`src/rtl/ps2mpd_pkg.sv`:
```
// ----------------------------------------------------------------------------
// ps2mpd_pkg
// Shared types and constants for the PS/2 mouse packet decoder.
// ----------------------------------------------------------------------------
`default_nettype none

package ps2mpd_pkg;

    // Reply bytes that answer a host command
    localparam logic [7:0] ACK_BYTE    = 8'hFA;
    localparam logic [7:0] RESEND_BYTE = 8'hFE;

    // Bit positions in the flags byte
    localparam int FLAG_SYNC_BIT  = 3;
    localparam int FLAG_XSIGN_BIT = 4;
    localparam int FLAG_YSIGN_BIT = 5;

    localparam int NUM_BUTTONS = 3;

    // Default depth of the job queue between front and back
    localparam int QUEUE_DEPTH_DEF = 2;

    // Output bus widths
    localparam int M_TDATA_W = 24;

    // Byte position within a three-byte packet
    typedef enum logic [1:0] {
        PH_FLAGS,
        PH_DX,
        PH_DY
    } phase_t;

    typedef enum logic {
        EV_MOVE   = 1'b0,
        EV_BUTTON = 1'b1
    } event_kind_t;

    typedef enum logic [1:0] {
        BTN_LEFT,
        BTN_RIGHT,
        BTN_MIDDLE
    } button_id_t;

    // One completed packet, ready to be turned into events
    typedef struct packed {
        logic                   has_move;
        logic [8:0]             dx;
        logic [9:0]             dy;
        logic [NUM_BUTTONS-1:0] changed;
        logic [NUM_BUTTONS-1:0] buttons;
    } job_t;

    // Queue status seen by the front and back parts
    typedef struct packed {
        logic full;
        logic valid;
    } queue_status_t;

endpackage

`default_nettype wire

```
`src/rtl/ps2mpd_front.sv`:
```
// ----------------------------------------------------------------------------
// ps2mpd_front
// Accepts mouse bytes, drops command replies and bad flags bytes, assembles
// three-byte packets and pushes one job per non-quiet packet.
// ----------------------------------------------------------------------------
`default_nettype none

module ps2mpd_front
    import ps2mpd_pkg::*;
(
    input  wire logic       aclk,
    input  wire logic       aresetn,
    input  wire logic       s_tvalid,
    output logic            s_tready,
    input  wire logic [7:0] s_tdata,   // [7:0] data_byte
    input  wire logic       s_tuser,   // [0] reply_awaited
    input  wire logic       q_full,
    output logic            push,
    output job_t            push_job
);

    phase_t                 phase_reg, phase_next;
    logic [7:0]             held_flags_reg, held_flags_next;
    logic [7:0]             held_dx_reg, held_dx_next;
    logic [NUM_BUTTONS-1:0] button_reg, button_next;

    logic       s_fire;
    logic       is_reply;
    logic       take;
    logic       capture_flags;
    logic       capture_dx;
    logic       complete;
    logic [8:0] dx9;
    logic [8:0] dy9;
    logic [NUM_BUTTONS-1:0] changed;

    assign s_tready = !q_full;
    assign s_fire   = s_tvalid && s_tready;

    // Reply bytes are swallowed only while a command is pending
    assign is_reply = s_tuser && (s_tdata inside {ACK_BYTE, RESEND_BYTE});
    assign take     = s_fire && !is_reply;

    // Next phase
    always_comb begin
        phase_next = phase_reg;
        case (phase_reg)
            PH_DX: begin
                if (take) phase_next = PH_DY;
            end
            PH_DY: begin
                if (take) phase_next = PH_FLAGS;
            end
            default: begin
                if (take) phase_next = s_tdata[FLAG_SYNC_BIT] ? PH_DX : PH_FLAGS;
            end
        endcase
    end

    // Phase-dependent strobes
    always_comb begin
        capture_flags = 1'b0;
        capture_dx    = 1'b0;
        complete      = 1'b0;
        case (phase_reg)
            PH_DX:   capture_dx    = take;
            PH_DY:   complete      = take;
            default: capture_flags = take && s_tdata[FLAG_SYNC_BIT];
        endcase
    end

    // Packet decode
    assign dx9     = {held_flags_reg[FLAG_XSIGN_BIT], held_dx_reg};
    assign dy9     = {held_flags_reg[FLAG_YSIGN_BIT], s_tdata};
    assign changed = held_flags_reg[NUM_BUTTONS-1:0] ^ button_reg;

    always_comb begin
        push_job.has_move = (dx9 != 9'd0) || (dy9 != 9'd0);
        push_job.dx       = dx9;
        push_job.dy       = 10'd0 - {dy9[8], dy9};
        push_job.changed  = changed;
        push_job.buttons  = held_flags_reg[NUM_BUTTONS-1:0];
        push = complete && (push_job.has_move || (changed != '0));
    end

    // Held bytes and button state
    always_comb begin
        held_flags_next = capture_flags ? s_tdata : held_flags_reg;
        held_dx_next    = capture_dx ? s_tdata : held_dx_reg;
        button_next     = complete ? held_flags_reg[NUM_BUTTONS-1:0] : button_reg;
    end

    always_ff @(posedge aclk) begin
        if (!aresetn) begin
            phase_reg      <= PH_FLAGS;
            held_flags_reg <= '0;
            held_dx_reg    <= '0;
            button_reg     <= '0;
        end else begin
            phase_reg      <= phase_next;
            held_flags_reg <= held_flags_next;
            held_dx_reg    <= held_dx_next;
            button_reg     <= button_next;
        end
    end

endmodule

`default_nettype wire

```
`src/rtl/ps2mpd_queue.sv`:
```
// ----------------------------------------------------------------------------
// ps2mpd_queue
// Small job queue that decouples packet assembly from event emission.
// ----------------------------------------------------------------------------
`default_nettype none

module ps2mpd_queue
    import ps2mpd_pkg::*;
#(
    parameter int DEPTH = QUEUE_DEPTH_DEF
) (
    input  wire logic    aclk,
    input  wire logic    aresetn,
    input  wire logic    push,
    input  wire job_t    push_job,
    input  wire logic    pop,
    output job_t         pop_job,
    output queue_status_t status
);

    localparam int PTR_W = (DEPTH > 1) ? $clog2(DEPTH) : 1;
    localparam int CNT_W = $clog2(DEPTH + 1);

    job_t             mem [DEPTH];
    logic [PTR_W-1:0] wr_ptr_reg, wr_ptr_next;
    logic [PTR_W-1:0] rd_ptr_reg, rd_ptr_next;
    logic [CNT_W-1:0] count_reg, count_next;

    assign status.full  = (count_reg == CNT_W'(DEPTH));
    assign status.valid = (count_reg != '0);
    assign pop_job      = mem[rd_ptr_reg];

    // Pointer and fill count update
    always_comb begin
        wr_ptr_next = wr_ptr_reg;
        rd_ptr_next = rd_ptr_reg;
        count_next  = count_reg;
        if (push) begin
            wr_ptr_next = (wr_ptr_reg == PTR_W'(DEPTH - 1)) ? '0 : wr_ptr_reg + 1'b1;
        end
        if (pop) begin
            rd_ptr_next = (rd_ptr_reg == PTR_W'(DEPTH - 1)) ? '0 : rd_ptr_reg + 1'b1;
        end
        if (push && !pop) begin
            count_next = count_reg + 1'b1;
        end else if (pop && !push) begin
            count_next = count_reg - 1'b1;
        end
    end

    always_ff @(posedge aclk) begin
        if (!aresetn) begin
            wr_ptr_reg <= '0;
            rd_ptr_reg <= '0;
            count_reg  <= '0;
        end else begin
            wr_ptr_reg <= wr_ptr_next;
            rd_ptr_reg <= rd_ptr_next;
            count_reg  <= count_next;
        end
    end

    // Storage
    always_ff @(posedge aclk) begin
        if (push) begin
            mem[wr_ptr_reg] <= push_job;
        end
    end

`ifndef SYNTHESIS
    a_count_bound: assert property (@(posedge aclk) disable iff (!aresetn)
        count_reg <= CNT_W'(DEPTH))
        else $error("queue fill count beyond depth");

    a_no_overflow: assert property (@(posedge aclk) disable iff (!aresetn)
        status.full |-> !push)
        else $error("push into full queue");

    a_no_underflow: assert property (@(posedge aclk) disable iff (!aresetn)
        !status.valid |-> !pop)
        else $error("pop from empty queue");
`endif

endmodule

`default_nettype wire

```
`src/rtl/ps2mpd_back.sv`:
```
// ----------------------------------------------------------------------------
// ps2mpd_back
// Takes jobs from the queue and emits the move event and the button change
// events, one per cycle while m_tready allows, through a registered output stage.
// ----------------------------------------------------------------------------
`default_nettype none

module ps2mpd_back
    import ps2mpd_pkg::*;
(
    input  wire logic       aclk,
    input  wire logic       aresetn,
    input  wire queue_status_t q_status,
    input  wire job_t       pop_job,
    output logic            pop,
    output logic            m_tvalid,
    input  wire logic       m_tready,
    output logic [M_TDATA_W-1:0] m_tdata,  // [8:0] move_dx, [18:9] move_dy,
                                           // [20:19] button_id,
                                           // [21] button_pressed, [23:22] zero
    output logic            m_tuser,       // [0] event_kind
    output logic            m_tlast        // last_of_packet
);

    // Job being worked on; pend bit 0 is the move, bits 1..3 the buttons
    logic                     job_valid_reg, job_valid_next;
    job_t                     job_reg, job_next;
    logic [NUM_BUTTONS:0]     pend_reg, pend_next;

    // Output stage
    logic                     m_tvalid_reg, m_tvalid_next;
    event_kind_t              kind_reg, kind_next;
    logic [8:0]               dx_reg, dx_next;
    logic [9:0]               dy_reg, dy_next;
    button_id_t               id_reg, id_next;
    logic                     pressed_reg, pressed_next;
    logic                     last_reg, last_next;

    logic                     load;
    logic                     adv;
    event_kind_t              ev_kind;
    logic [8:0]               ev_dx;
    logic [9:0]               ev_dy;
    button_id_t               ev_id;
    logic                     ev_pressed;
    logic [NUM_BUTTONS:0]     pend_after;
    logic                     ev_last;

    assign load = !m_tvalid_reg || m_tready;
    assign adv  = job_valid_reg && load;
    assign pop  = q_status.valid && (!job_valid_reg || (adv && ev_last));

    // Pick the lowest pending event
    always_comb begin
        ev_kind    = EV_BUTTON;
        ev_dx      = '0;
        ev_dy      = '0;
        ev_id      = BTN_LEFT;
        ev_pressed = 1'b0;
        pend_after = pend_reg;
        if (pend_reg[0]) begin
            ev_kind       = EV_MOVE;
            ev_dx         = job_reg.dx;
            ev_dy         = job_reg.dy;
            pend_after[0] = 1'b0;
        end else if (pend_reg[1]) begin
            ev_id         = BTN_LEFT;
            ev_pressed    = job_reg.buttons[0];
            pend_after[1] = 1'b0;
        end else if (pend_reg[2]) begin
            ev_id         = BTN_RIGHT;
            ev_pressed    = job_reg.buttons[1];
            pend_after[2] = 1'b0;
        end else begin
            ev_id         = BTN_MIDDLE;
            ev_pressed    = job_reg.buttons[2];
            pend_after[3] = 1'b0;
        end
        ev_last = (pend_after == '0);
    end

    // Job register
    always_comb begin
        job_valid_next = job_valid_reg;
        job_next       = job_reg;
        pend_next      = pend_reg;
        if (pop) begin
            job_valid_next = 1'b1;
            job_next       = pop_job;
            pend_next      = {pop_job.changed, pop_job.has_move};
        end else if (adv) begin
            pend_next = pend_after;
            if (ev_last) job_valid_next = 1'b0;
        end
    end

    // Output register
    always_comb begin
        m_tvalid_next = load ? job_valid_reg : m_tvalid_reg;
        kind_next     = kind_reg;
        dx_next       = dx_reg;
        dy_next       = dy_reg;
        id_next       = id_reg;
        pressed_next  = pressed_reg;
        last_next     = last_reg;
        if (adv) begin
            kind_next    = ev_kind;
            dx_next      = ev_dx;
            dy_next      = ev_dy;
            id_next      = ev_id;
            pressed_next = ev_pressed;
            last_next    = ev_last;
        end
    end

    always_ff @(posedge aclk) begin
        if (!aresetn) begin
            job_valid_reg <= 1'b0;
            pend_reg      <= '0;
            m_tvalid_reg  <= 1'b0;
        end else begin
            job_valid_reg <= job_valid_next;
            pend_reg      <= pend_next;
            m_tvalid_reg  <= m_tvalid_next;
        end
    end

    always_ff @(posedge aclk) begin
        job_reg     <= job_next;
        kind_reg    <= kind_next;
        dx_reg      <= dx_next;
        dy_reg      <= dy_next;
        id_reg      <= id_next;
        pressed_reg <= pressed_next;
        last_reg    <= last_next;
    end

    assign m_tvalid = m_tvalid_reg;
    assign m_tdata  = {2'b00, pressed_reg, id_reg, dy_reg, dx_reg};
    assign m_tuser  = kind_reg;
    assign m_tlast  = last_reg;

`ifndef SYNTHESIS
    a_job_has_work: assert property (@(posedge aclk) disable iff (!aresetn)
        job_valid_reg |-> (pend_reg != '0))
        else $error("active job with nothing pending");

    a_button_no_motion: assert property (@(posedge aclk) disable iff (!aresetn)
        (m_tvalid_reg && kind_reg == EV_BUTTON) |-> (dx_reg == '0 && dy_reg == '0))
        else $error("button event carries motion");

    a_move_not_after_button: assert property (@(posedge aclk) disable iff (!aresetn)
        (adv && ev_kind == EV_MOVE) |-> (pend_reg[NUM_BUTTONS:1] == job_reg.changed))
        else $error("move event emitted after a button event");
`endif

endmodule

`default_nettype wire

```
`src/rtl/ps2_mouse_packet_decoder.sv`:
```
// Result path: a packet's third byte reaches m_tvalid through the job queue, the job register
// and the output register; other bytes, and quiet packets, produce no result.
// Throughput: one byte per cycle while the job queue has room; the back end emits one
// event per cycle while m_tready allows, up to 4 per packet, so a run of 4-event packets
// holds the input back once the queue is full.
// Reset: synchronous active-low aresetn clears phase, buttons, queue and output.
// ----------------------------------------------------------------------------
// ps2_mouse_packet_decoder
// Decodes three-byte PS/2 mouse packets into move and button change events.
// ----------------------------------------------------------------------------
`default_nettype none

module ps2_mouse_packet_decoder
    import ps2mpd_pkg::*;
#(
    parameter int QUEUE_DEPTH = QUEUE_DEPTH_DEF
) (
    input  wire logic                 aclk,
    input  wire logic                 aresetn,
    input  wire logic                 s_tvalid,
    output logic                      s_tready,
    input  wire logic [7:0]           s_tdata,   // [7:0] data_byte
    input  wire logic                 s_tuser,   // [0] reply_awaited
    output logic                      m_tvalid,
    input  wire logic                 m_tready,
    output logic [M_TDATA_W-1:0]      m_tdata,   // [8:0] move_dx, [18:9] move_dy,
                                                 // [20:19] button_id,
                                                 // [21] button_pressed, [23:22] zero
    output logic                      m_tuser,   // [0] event_kind
    output logic                      m_tlast    // last_of_packet
);

    logic          push;
    job_t          push_job;
    logic          pop;
    job_t          pop_job;
    queue_status_t q_status;

    ps2mpd_front u_front (
        .aclk     (aclk),
        .aresetn  (aresetn),
        .s_tvalid (s_tvalid),
        .s_tready (s_tready),
        .s_tdata  (s_tdata),
        .s_tuser  (s_tuser),
        .q_full   (q_status.full),
        .push     (push),
        .push_job (push_job)
    );

    ps2mpd_queue #(
        .DEPTH (QUEUE_DEPTH)
    ) u_queue (
        .aclk     (aclk),
        .aresetn  (aresetn),
        .push     (push),
        .push_job (push_job),
        .pop      (pop),
        .pop_job  (pop_job),
        .status   (q_status)
    );

    ps2mpd_back u_back (
        .aclk     (aclk),
        .aresetn  (aresetn),
        .q_status (q_status),
        .pop_job  (pop_job),
        .pop      (pop),
        .m_tvalid (m_tvalid),
        .m_tready (m_tready),
        .m_tdata  (m_tdata),
        .m_tuser  (m_tuser),
        .m_tlast  (m_tlast)
    );

endmodule

`default_nettype wire

```
`config.mk`:
```
export PLATFORM = sky130hd
export DESIGN_NAME = ps2_mouse_packet_decoder
export DESIGN_NICKNAME = d
export VERILOG_FILES = /design/src/rtl/ps2mpd_pkg.sv /design/src/rtl/ps2mpd_front.sv /design/src/rtl/ps2mpd_queue.sv /design/src/rtl/ps2mpd_back.sv /design/src/rtl/ps2_mouse_packet_decoder.sv
export SDC_FILE = /design/constraint.sdc
export NUM_CORES = 1
export LEC_CHECK = 0
export BUFFER_PORTS_ARGS = -buffer_cell sky130_fd_sc_hd__buf_2
export CAP_MARGIN = 0
export CORE_ASPECT_RATIO = 2
export CORE_MARGIN = 5
export CORE_UTILIZATION = 45
export DETAILED_ROUTE_END_ITERATION = 8
export PLACE_DENSITY_LB_ADDON = 0.25
export SLEW_MARGIN = 20
export SYNTH_ARGS = -nofsm -noshare
export SYNTH_HDL_FRONTEND = slang
export SYNTH_HIERARCHICAL = 1
export SYNTH_SLANG_ARGS = --single-unit
```
`constraint.sdc`:
```
create_clock -name aclk -period 4.15 [get_ports aclk]
set_input_delay 0.415 -clock aclk [delete_from_list [all_inputs] [get_ports aclk]]
set_output_delay 0.415 -clock aclk [all_outputs]
set_load 0.005 [all_outputs]
```
[After elaboration in Yosys (flattened, before gate mapping)]
Memories as Yosys holds them, arrays and structs flattened. A register that Yosys moved wholly into a read port is not among the register bits.
Cells that the tools add are included.
Operators by class
  add/subtract/negate cells: 5
  multiply operators: 0
  div/mod/pow operators: 0
  $lt $le $gt $ge: 0
  equality and inequality tests: 5
  shifts and indexed selects: 0
  multiplexer cells: 28
  bitwise gates (word level): 1
  reductions and logical operators: 32
Operators by type and width (number)
  $reduce_bool 9->1: 2
  $mux 1: 17
  $eq 8x8->1 const B: 2
  $mux 2: 7
  $logic_and 1x1->1: 10
  $reduce_bool 2->1: 5
  $sub 1x9->10 const A: 1
  $mux 4: 2
  $logic_not 1->1: 6
  $eq 2x2->1 const B: 2
  $logic_not 4->1: 1
  $logic_or 1x1->1: 4
  $pmux 2 s2: 1
  $reduce_or 2->1: 2
  $mux 3: 1
  $reduce_bool 3->1: 1
  $xor 3x3->3: 1
  $add 1x1->1 const B: 2
  $add 2x1->2 const B: 1
  $eq 2x1->1 const B: 1
  $reduce_and 2->1: 1
  $sub 2x1->2 const B: 1
Storage, ports and cells
  flip-flop bits (word level): 75
  latch bits: 0
  memory bits (writable): 52
  memory bits (read-only): 0
  input port bits: 13
  output and inout bits: 28
  logic and storage cells: 91
  memories kept: 1
Memories
  u_queue.mem: words 2, width 26, rd ports 1, clocked after memory_dff 1, write ports 1, RTL line ps2mpd_queue.sv:24  | job_t mem [DEPTH];

[Longest topological paths before layout]
Gate-level depths: netlist of the first run.
  word-level depth: 11
  depth in mapped cells: 12
  depth with buffers taken out: 12

[Hierarchy]
The synthesis of the first run kept the hierarchy.
Modules (own cells, without submodules)
  ps2mpd_queue: instances 1, cells each 103, area each 2103.3 µm², sequential area each 1661.6 µm²
  ps2mpd_back: instances 1, cells each 118, area each 1910.6 µm², sequential area each 1501.4 µm²
  ps2mpd_front: instances 1, cells each 124, area each 1079.8 µm², sequential area each 360.3 µm²

[Least setup slack after synthesis of the first run]
Ideal clock, no wire load.
  path kind: register to register
  start: register u_back.pend_reg[0]
  end: register u_queue.count_reg[1]
  library setup time: 0.070 ns
  arrival time: 3.143 ns
  data required time: 4.080 ns
  slack: 0.937 ns
  stages on the path, launching flop included: 10
  path buffers: 1
  clock period less this slack: 3.213 ns
  path through: dfxtp_1 > buf_6 > maj3_2 > o21ba_1 > o21a_1 > nor2b_1 > inv_1 > ha_1 > or3_1 > a21boi_1
On the way
  word-level cells in the longest chain between the ends: 8
  elaborated cells between the ends (all ways): 10
  classes of those cells: mux (2); reduce/logical (8)
RTL lines
  start: declaration: RTL line ps2mpd_back.sv:28  | logic [NUM_BUTTONS:0] pend_reg, pend_next;
  start signal: assignment: RTL line ps2mpd_back.sv:123  | pend_reg <= pend_next;
  $mux 3 (*): RTL line ps2mpd_back.sv:61  | if (pend_reg[0]) begin
  $logic_not 4->1 (*): RTL line ps2mpd_back.sv:79  | ev_last = (pend_after == '0);
  $logic_and 1x1->1 (*): RTL line ps2mpd_back.sv:51  | assign pop = q_status.valid && (!job_valid_reg || (adv && ev_last));
  $logic_or 1x1->1 (*): RTL line ps2mpd_back.sv:51
  $logic_and 1x1->1 (*): RTL line ps2mpd_back.sv:51
  net pop: RTL line ps2_mouse_packet_decoder.sv:35  | logic pop;
  $logic_not 1->1: RTL line ps2mpd_queue.sv:44  | if (push && !pop) begin
  $logic_and 1x1->1: RTL line ps2mpd_queue.sv:44
  $mux 2 or $reduce_bool 2->1 (tied branches)
  end signal: assignment: RTL line ps2mpd_queue.sv:59  | count_reg <= count_next;
  end: declaration: RTL line ps2mpd_queue.sv:27  | logic [CNT_W-1:0] count_reg, count_next;
The timed path passes the listed nets; every way through them passes the cells marked *.
A chain may end at the register's enable or synchronous reset.

[Worst setup path after layout of the first run]
Ends and elaborated chain as after synthesis.

==> impl_metrics.py, run 1 <==
metrics = {
    "die": {
        "initial_core_util_pct": 45.4,
        "io_pins": 41,
        "rows": 55,
        "die_area_um2": 13700,
        "die_w_um": 85.2,
        "coreArea_um2": 11200,
        "die_y_um": 160,
    },
    "critical_path": {
        "critPathMaxFanout": 26,
        "crit_buf_inv": 2,
        "cp_cell_sequence": "maj3_2 -> o21ba_1 -> o21a_1 -> nor2b_2 -> buf_4 -> inv_1 -> ha_1 -> or3_1 -> a21boi_1",
        "reg2reg_setup_slack_ps": 1370,
        "cp.arrival_ps": 3110,
        "cp-end-kind": "register",
        "worstSetupPathType": "register to register",
        "start_kind": "register",
        "crit_family": "adder cells",
        "slowest_stage": "dfxtp_1",
        "critPathMaxStageDelay_ps": 520,
        "critPathRequiredTime_ps": 4480,
    },
    "place": {
        "dp_hpwl_um": 5600,
        "dpl.cell_count": 508,
        "place_congestion": 0.782,
        "io_buffer_count": 38,
    },
    "timing": {
        "setup_tns_ps": 0,
        "relSlewSlack_pct": 32.4,
        "final_hold_viol_count": 0,
        "finalSetupViolCount": 0,
        "tightestPinTransition_ps": 1010,
        "min_period_ps": 2780,
        "final_max_slew_viol_count": 0,
        "grt_setup_unrepaired": "false",
        "finalClockSkew_ps": 7.69,
        "period_share_pct": 67.1,
        "timing.fmax_mhz": 359,
    },
    "grt": {
        "overflow": 0,
        "grt_usage_pct": 12.6,
        "grt_pass1_vias": 2656,
        "antenna_found_initial": 0,
        "grt_pass1_wl_um": 13100,
        "grt_max_degree": 42,
    },
    "power_and_ir_drop": {
        "cellPowerDensity_nw_per_um2": 636,
        "p_leak_uw": 0.00222,
        "peakVddDrop_uv": 322,
    },
    "cts": {
        "cts_inserted_buffers": 17,
        "root_buffer": "clkbuf_16",
        "clkLatencyLatePin_ps": 400,
        "cts_tree": "yes",
        "clk_path_buf_depth": 2,
        "cts_resized": 0,
        "clk_pin_slew_ps": 60,
        "cts_num_sinks": 127,
        "cts_setup_buffers": 0,
        "ctsHoldBuffers": 0,
        "h-tree-depth": 4,
    },
    "layout": {
        "regArea_um2": 3520,
        "n_fill_cell": 933,
        "diodes": 0,
        "fin_nets": 404,
        "drive_above_1_share_pct": 27.6,
        "synthToLayoutAreaGrowth_pct": 16.7,
        "instances_no_fill": 540,
        "multi_input_area_um2": 1380,
        "largest_register_ffs": 52,
        "final_util_pct": 53.0,
    },
    "logic_synthesis": {
        "yosysTopAreaCellShare_pct": 57.8,
        "yosys_warnings": 6,
        "synth.distinct_cells": 45,
        "ys_ff_latch": 127,
        "yosysMostFrequentCell": "edfxtp_1",
        "synthFlopType": "edfxtp_1",
        "syn_area_um2": 5090,
        "synth_top_cells_by_area": "edfxtp_1 58%, dfxtp_1 11%, mux2_2 5.7%, mux2i_1 3.5%, and2_1 3.1%",
        "ys_seq_area_share_pct": 69.2,
        "synth_edf_count": 98,
        "synth_area_leader_cell": "edfxtp_1",
        "synthTopCellsByCount": "98 x edfxtp_1, 31 x nand2_1, 29 x dfxtp_1",
        "synthCells": 345,
        "async_flop_share_pct": 0,
        "syn_avg_cell_area_um2": 14.8,
    },
    "routing": {
        "totalWireLength_um": 7880,
        "ant_nets": 0,
        "drcViolationCount": 0,
        "drt_first_pass_iters": 4,
        "drtIter0Drc": 107,
        "vias": 2618,
        "wire_per_inst_um": 14.6,
        "vias_per_cell": 4.85,
    },
    "outcome": {
        "run_status": "completed",
    },
    "min_path": {
        "hold_class": "input port to register",
    },
    "run": {
        "drv_cap": 0,
    },
}
## cell families (layout without fill, tap and decap cells)
kind of cell | Yosys count | after routing | synth area share [%]
buffers and inverters | 34 | 86 | 3.86
adders and majority gates | 7 | 7 | 1.69
other | 1 | 2 | 0.0736
DFF | 127 | 127 | 69.2
AOI/OAI and AO/OA | 26 | 26 | 3.83
xor gates and xnor gates | 11 | 11 | 1.89
muxes | 44 | 44 | 9.29
and+or+nand+nor | 95 | 95 | 10.2
## report_power, final
part	internal [uW]	leakage [uW]	switching, uW
sequential	1650	0.00115	129
combinational	283	0.000781	292
clock	941	0.000298	490
total	2870	0.00222	911
## path summary, 6_finish.rpt
kind,from,to,cells after the start
worst max-delay path,u_back/pend_reg[0],u_queue/count_reg[1],9
worst min-delay path,s_tdata[0],u_queue/mem[1][6],1
worst max register to register,u_back/pend_reg[0],u_queue/count_reg[1],9
worst min register to register,u_front/button_reg[0],u_front/button_reg[0],2
## stage by stage
| stage | worst slack, ps | total power, uW | instance area [um2] | hold slack, ps |
|---|---|---|---|---|
| after floorplan | 937 | 2240 | 5100 | 448 |
| after global placement | 1330 | 2380 | 5350 | 459 |
| after detailed placement | 1230 | 2400 | 5350 | 466 |
| after CTS | 1320 | 3840 | 5940 | 250 |
| after global routing | 1110 | 3990 | 5940 | 278 |
| final | 1370 | 3780 | 5940 | 276 |
## cell usage in the layout (no fill, tap or decap), drive strengths merged, types with 2 or more instances in the layout
master   Yosys  routed
a211o        3       3
a21boi       3       3
a21oi        4       4
and2        25      25
and4         2       2
buf         14      41
clkbuf       7      23
clkinv       0       7
conb         1       2
dfxtp       29      29
edfxtp      98      98
ha           6       6
inv         13      13
mux2        26      26
mux2i       18      18
nand2       31      31
nand2b       3       3
nand3        5       5
nand4        2       2
nor2        10      10
nor2b        5       5
nor3         5       5
nor4         2       2
o21a         5       5
o21ai        3       3
o22ai        3       3
o2bb2ai      2       2
xnor2        4       4
xor2         7       7
## worst register-to-register path, stage by stage (launching register included)
cell	delay (ps)
dfxtp_1	520
maj3_2	420
o21ba_1	200
o21a_1	230
nor2b_2	120
buf_4	290
inv_1	110
ha_1	320
or3_1	360
a21boi_1	150
## layout make-up
class	count	area share, %
flip-flops and latches	127	59.3
multi-input cells	185	23.3
clock buffers	23	8.78
repair buffers	41	3.58
well taps	142	2.99
clock inverters	9	1.28
inverters	13	0.821
## routing by layer
layer	share of wire, %	track usage, %	up-vias
met4	2.8	6.56	0
met1	37	12.9	1235
met3	4.8	4.16	13
li1	-	-	1310
met5	0	0	-
met2	55	22.3	60
No activity file was read; power rests on OpenSTA's default activity.
==> run 2, diff against run 1 <==
clock period = 2.8 ns   (was 4.15 ns; I/O delays follow)
==> run 2 against run 1 <==
Compared with the run above: combinational power up 70%; final cell count grew 0.56%; total power is 45% higher; critical path depth decreased by 2; fmax rose by 15%; largest cell class unchanged; largest power group unchanged; highest routed layer unchanged.
==> impl_metrics.py, run 2 (synthesis results as in run 1) <==
metrics = {
    "outcome": {
        "run_status": "completed",
    },
    "layout": {
        "final_util_pct": 53.0,
        "final_cell_area_um2": 5940,
        "largest_register_ffs": 52,
        "final_common_cell": "edfxtp_1",
        "drive_above_1_share_pct": 28.4,
        "diodes": 0,
        "fin_nets": 407,
        "final_cell_mix": "98 x edfxtp_1, 38 x buf_2, 31 x nand2_1",
        "synthToLayoutAreaGrowth_pct": 16.7,
    },
    "routing": {
        "ant_nets": 0,
        "drcViolationCount": 0,
        "drt_first_pass_iters": 4,
        "vias_per_cell": 4.89,
        "vias": 2653,
        "wire_per_inst_um": 14.7,
        "drtIter0Drc": 107,
        "totalWireLength_um": 7980,
    },
    "cts": {
        "ctsHoldBuffers": 0,
        "h-tree-depth": 4,
        "cts_resized": 0,
        "root_buffer": "clkbuf_16",
        "clk_path_buf_depth": 2,
        "cts_inserted_buffers": 17,
        "cts_num_sinks": 127,
        "cts_tree": "yes",
        "clk_pin_slew_ps": 50,
        "cts_setup_buffers": 0,
        "clkLatencyLatePin_ps": 400,
    },
    "power_and_ir_drop": {
        "p_leak_uw": 0.00221,
        "cellPowerDensity_nw_per_um2": 924,
        "peakVddDrop_uv": 489,
    },
    "die": {
        "rows": 55,
        "initial_core_util_pct": 45.4,
        "die_area_um2": 13700,
        "io_pins": 41,
        "die_w_um": 85.2,
        "coreArea_um2": 11200,
        "die_y_um": 160,
    },
    "critical_path": {
        "slowest_stage": "a211o_2",
        "cp-end-kind": "register",
        "crit_family": "simple AND/OR/NAND/NOR gates",
        "start_kind": "register",
        "critPathRequiredTime_ps": 3140,
        "critPathLaunch": "u_queue/count_reg[0]",
        "cp_cell_sequence": "and2b_2 -> nand2b_1 -> a211o_2 -> a21oi_1 -> ha_1 -> or3_1 -> a21boi_1",
        "worstSetupPathType": "register to register",
        "reg2reg_setup_slack_ps": 370,
        "r2r-start": "u_queue/count_reg[0]",
        "cp.arrival_ps": 2770,
        "crit_buf_inv": 0,
        "critPathMaxFanout": 5,
        "critPathMaxStageDelay_ps": 410,
    },
    "timing": {
        "min_period_ps": 2430,
        "setup_tns_ps": 0,
        "tightestPinTransition_ps": 700,
        "relSlewSlack_pct": 53.3,
        "finalClockSkew_ps": 10.2,
        "timing.fmax_mhz": 412,
        "grt_setup_unrepaired": "false",
        "finalSetupViolCount": 0,
        "timing.hold.ws_ps": 138,
        "final_hold_viol_count": 0,
        "final_max_slew_viol_count": 0,
        "period_share_pct": 86.7,
    },
    "place": {
        "io_buffer_count": 38,
        "post_dp_cell_area_um2": 5390,
        "place_congestion": 0.812,
        "dp_hpwl_um": 5710,
    },
    "grt": {
        "grt_pass1_wl_um": 13300,
        "grt_pass1_vias": 2796,
        "overflow": 0,
        "antenna_found_initial": 0,
        "grt_max_degree": 42,
        "grt_usage_pct": 12.9,
    },
    "min_path": {
        "hp-start": "s_tdata[0]",
        "hold_class": "input port to register",
    },
    "run": {
        "drv_cap": 0,
    },
}
## run 2: worst register-to-register path: cells and delay by family, from the launching register on
family | cells | cell delay [ps]
simple gates | 3 | 870
compound gates | 3 | 800
flops | 1 | 390
fa+ha+maj | 1 | 310
## run 2: power by group
group	total, uW	internal [uW]	switching [uW]
Clock	1970	1210	757
Sequential	2550	2440	109
Combinational	977	442	535
## run 2: routing by layer
layer,GRT usage (%),wire length (um)
met5,0,0
met4,8.14,290
met3,4.11,327
met2,22.9,4430
met1,12.5,2940
## run 2: layout make-up
class                      instances  area (um2)
clock buffer                      17         425
fill                             916        5280
inverter                          13        48.8
multi-input combinational        185        1380
tap                              142         178
sequential                       127        3520
clock inverter                    15         124
timing repair buffer              44         260
## run 2: final timing paths
kind | depth (start not counted) | endpoint
max | 7 | u_queue/count_reg[1]
max reg2reg | 7 | u_queue/count_reg[1]
min | 1 | u_queue/mem[1][6]
min reg2reg | 2 | u_front/button_reg[0]
## run 2: per-stage QoR
| stage | setup WS [ps] | instances | power [uW] |
|---|---|---|---|
| global route | 196 | 543 | 5780 |
| CTS | 339 | 543 | 5560 |
| global placement | 300 | 511 | 3560 |
| floorplan | 43.0 | 346 | 3330 |
| detailed placement | 210 | 511 | 3580 |
| finish | 372 | 543 | 5490 |
==> run 3, diff against run 2 <==
CAP_MARGIN = not set   (was 0)
clock period = 2.4 ns   (was 2.8 ns; I/O delays follow)
==> run 3 against run 2 <==
Compared with the run above: hold slack improved by 34 ps; non-clock buffer count increased by 8; sequential share of layout area decreased by 0.98 points; global-route usage increased by 0.52 points; sequential power increased by 16%; utilization increased by 0.89 points; die area unchanged; clock-buffer cell count increased by 1; routed wire length increased by 3.7%; largest power group unchanged.
==> impl_metrics.py, run 3 (synthesis results as in run 1) <==
metrics = {
    "run": {
        "drv_cap": 0,
    },
    "routing": {
        "met2WireLength_um": 4510,
        "drtIter0Drc": 83,
        "totalWireLength_um": 8280,
        "wl_met3_um": 361,
        "wl_met1_um": 3070,
        "ant_nets": 0,
        "drt_first_pass_iters": 5,
        "wire_per_inst_um": 15.0,
        "top_layer_used": "met4",
        "vias_per_cell": 4.88,
        "vias": 2690,
        "drcViolationCount": 0,
    },
    "timing": {
        "period_share_pct": 93.5,
        "finalSetupViolCount": 0,
        "timing.fmax_mhz": 445,
        "setup_tns_ps": 0,
        "relSlewSlack_pct": 52.6,
        "grt_setup_unrepaired": "false",
        "min_period_ps": 2250,
        "final_hold_viol_count": 0,
        "tightestPinTransition_ps": 712,
        "finalClockSkew_ps": 6.45,
        "final_max_slew_viol_count": 0,
    },
    "die": {
        "die_y_um": 160,
        "rows": 55,
        "die_area_um2": 13700,
        "io_pins": 41,
        "initial_core_util_pct": 45.4,
        "coreArea_um2": 11200,
        "die_w_um": 85.2,
    },
    "cts": {
        "cts_resized": 0,
        "clk_pin_slew_ps": 50,
        "root_buffer": "clkbuf_16",
        "ctsHoldBuffers": 0,
        "cts_inserted_buffers": 17,
        "h-tree-depth": 4,
        "cts_tree": "yes",
        "cts_num_sinks": 127,
        "clkLatencyLatePin_ps": 400,
        "cts_setup_buffers": 0,
        "clk_path_buf_depth": 2,
    },
    "layout": {
        "synthToLayoutAreaGrowth_pct": 18.6,
        "fin_nets": 415,
        "diodes": 0,
        "multi_input_area_um2": 1390,
        "regArea_um2": 3520,
        "final_cell_mix": "98 x edfxtp_1, 38 x buf_2, 31 x nand2_1",
        "final_util_pct": 53.9,
        "n_fill_cell": 900,
        "drive_above_1_share_pct": 29.1,
        "final_common_cell": "edfxtp_1",
        "largest_register_ffs": 52,
    },
    "power_and_ir_drop": {
        "power_uw": 6610,
        "peakVddDrop_uv": 661,
        "p_leak_uw": 0.00227,
        "cellPowerDensity_nw_per_um2": 1090,
    },
    "grt": {
        "antenna_found_initial": 0,
        "grt_max_degree": 42,
        "grt_pass1_wl_um": 13900,
        "overflow": 0,
        "grt_usage_pct": 13.4,
        "grt_pass1_vias": 2825,
    },
    "critical_path": {
        "critPathMaxFanout": 5,
        "start_kind": "register",
        "cp-end-kind": "register",
        "worstSetupPathType": "register to register",
        "cp.arrival_ps": 2570,
        "critPathRequiredTime_ps": 2730,
        "reg2reg_setup_slack_ps": 150,
    },
    "outcome": {
        "run_status": "completed",
    },
    "place": {
        "place_congestion": 0.876,
        "dp_hpwl_um": 5960,
        "io_buffer_count": 38,
    },
    "min_path": {
        "hold_class": "input port to register",
    },
}
run 3: through the flow:
stage	cell area (um2)	setup WS [ps]	std cells	hold WS, ps
after global routing	6040	42.3	551	161
after floorplan	5110	-95.9	346	358
after detailed placement	5460	-20.7	519	472
after CTS	6040	141	551	150
after global placement	5460	106	519	458
final	6040	155	551	172
run 3: report_power, final:
group / switching [uW] / internal, uW
clock: 855 / 1610
combinational: 640 / 544
sequential: 119 / 2850
total: 1610 / 5000
run 3: path summary, 6_finish.rpt:
path | start | endpoint | depth (start not counted)
worst max-delay path | u_back/pend_reg[0] | u_queue/count_reg[1] | 8
worst min register to register | u_front/button_reg[2] | u_front/button_reg[2] | 2
worst max register to register | u_back/pend_reg[0] | u_queue/count_reg[1] | 8
worst min-delay path | s_tdata[0] | u_queue/mem[1][6] | 2
run 3: cell type report:
class | count | share of cell area, %
Timing Repair Buffer | 52 | 5.30
Sequential cell | 127 | 58.3
Inverter | 13 | 0.808
Clock inverter | 14 | 2.46
Tap cell | 142 | 2.94
Clock buffer | 18 | 7.10
Multi-Input combinational cell | 185 | 23.1
run 3: worst max-delay path, cell delays in order (launching register included):
cell and delay [ps]:
dfxtp_1 360, maj3_2 340, o21ba_1 210, o21a_1 250
nor2b_4 130, inv_1 60, ha_1 310, or3_1 360
a21boi_1 150
run 3: routing by layer:
metal	global-route usage, %	vias to the layer above
met3	3.75	21
met4	8.65	0
met5	0	-
met2	23.1	69
li1	-	1330
met1	14.1	1270
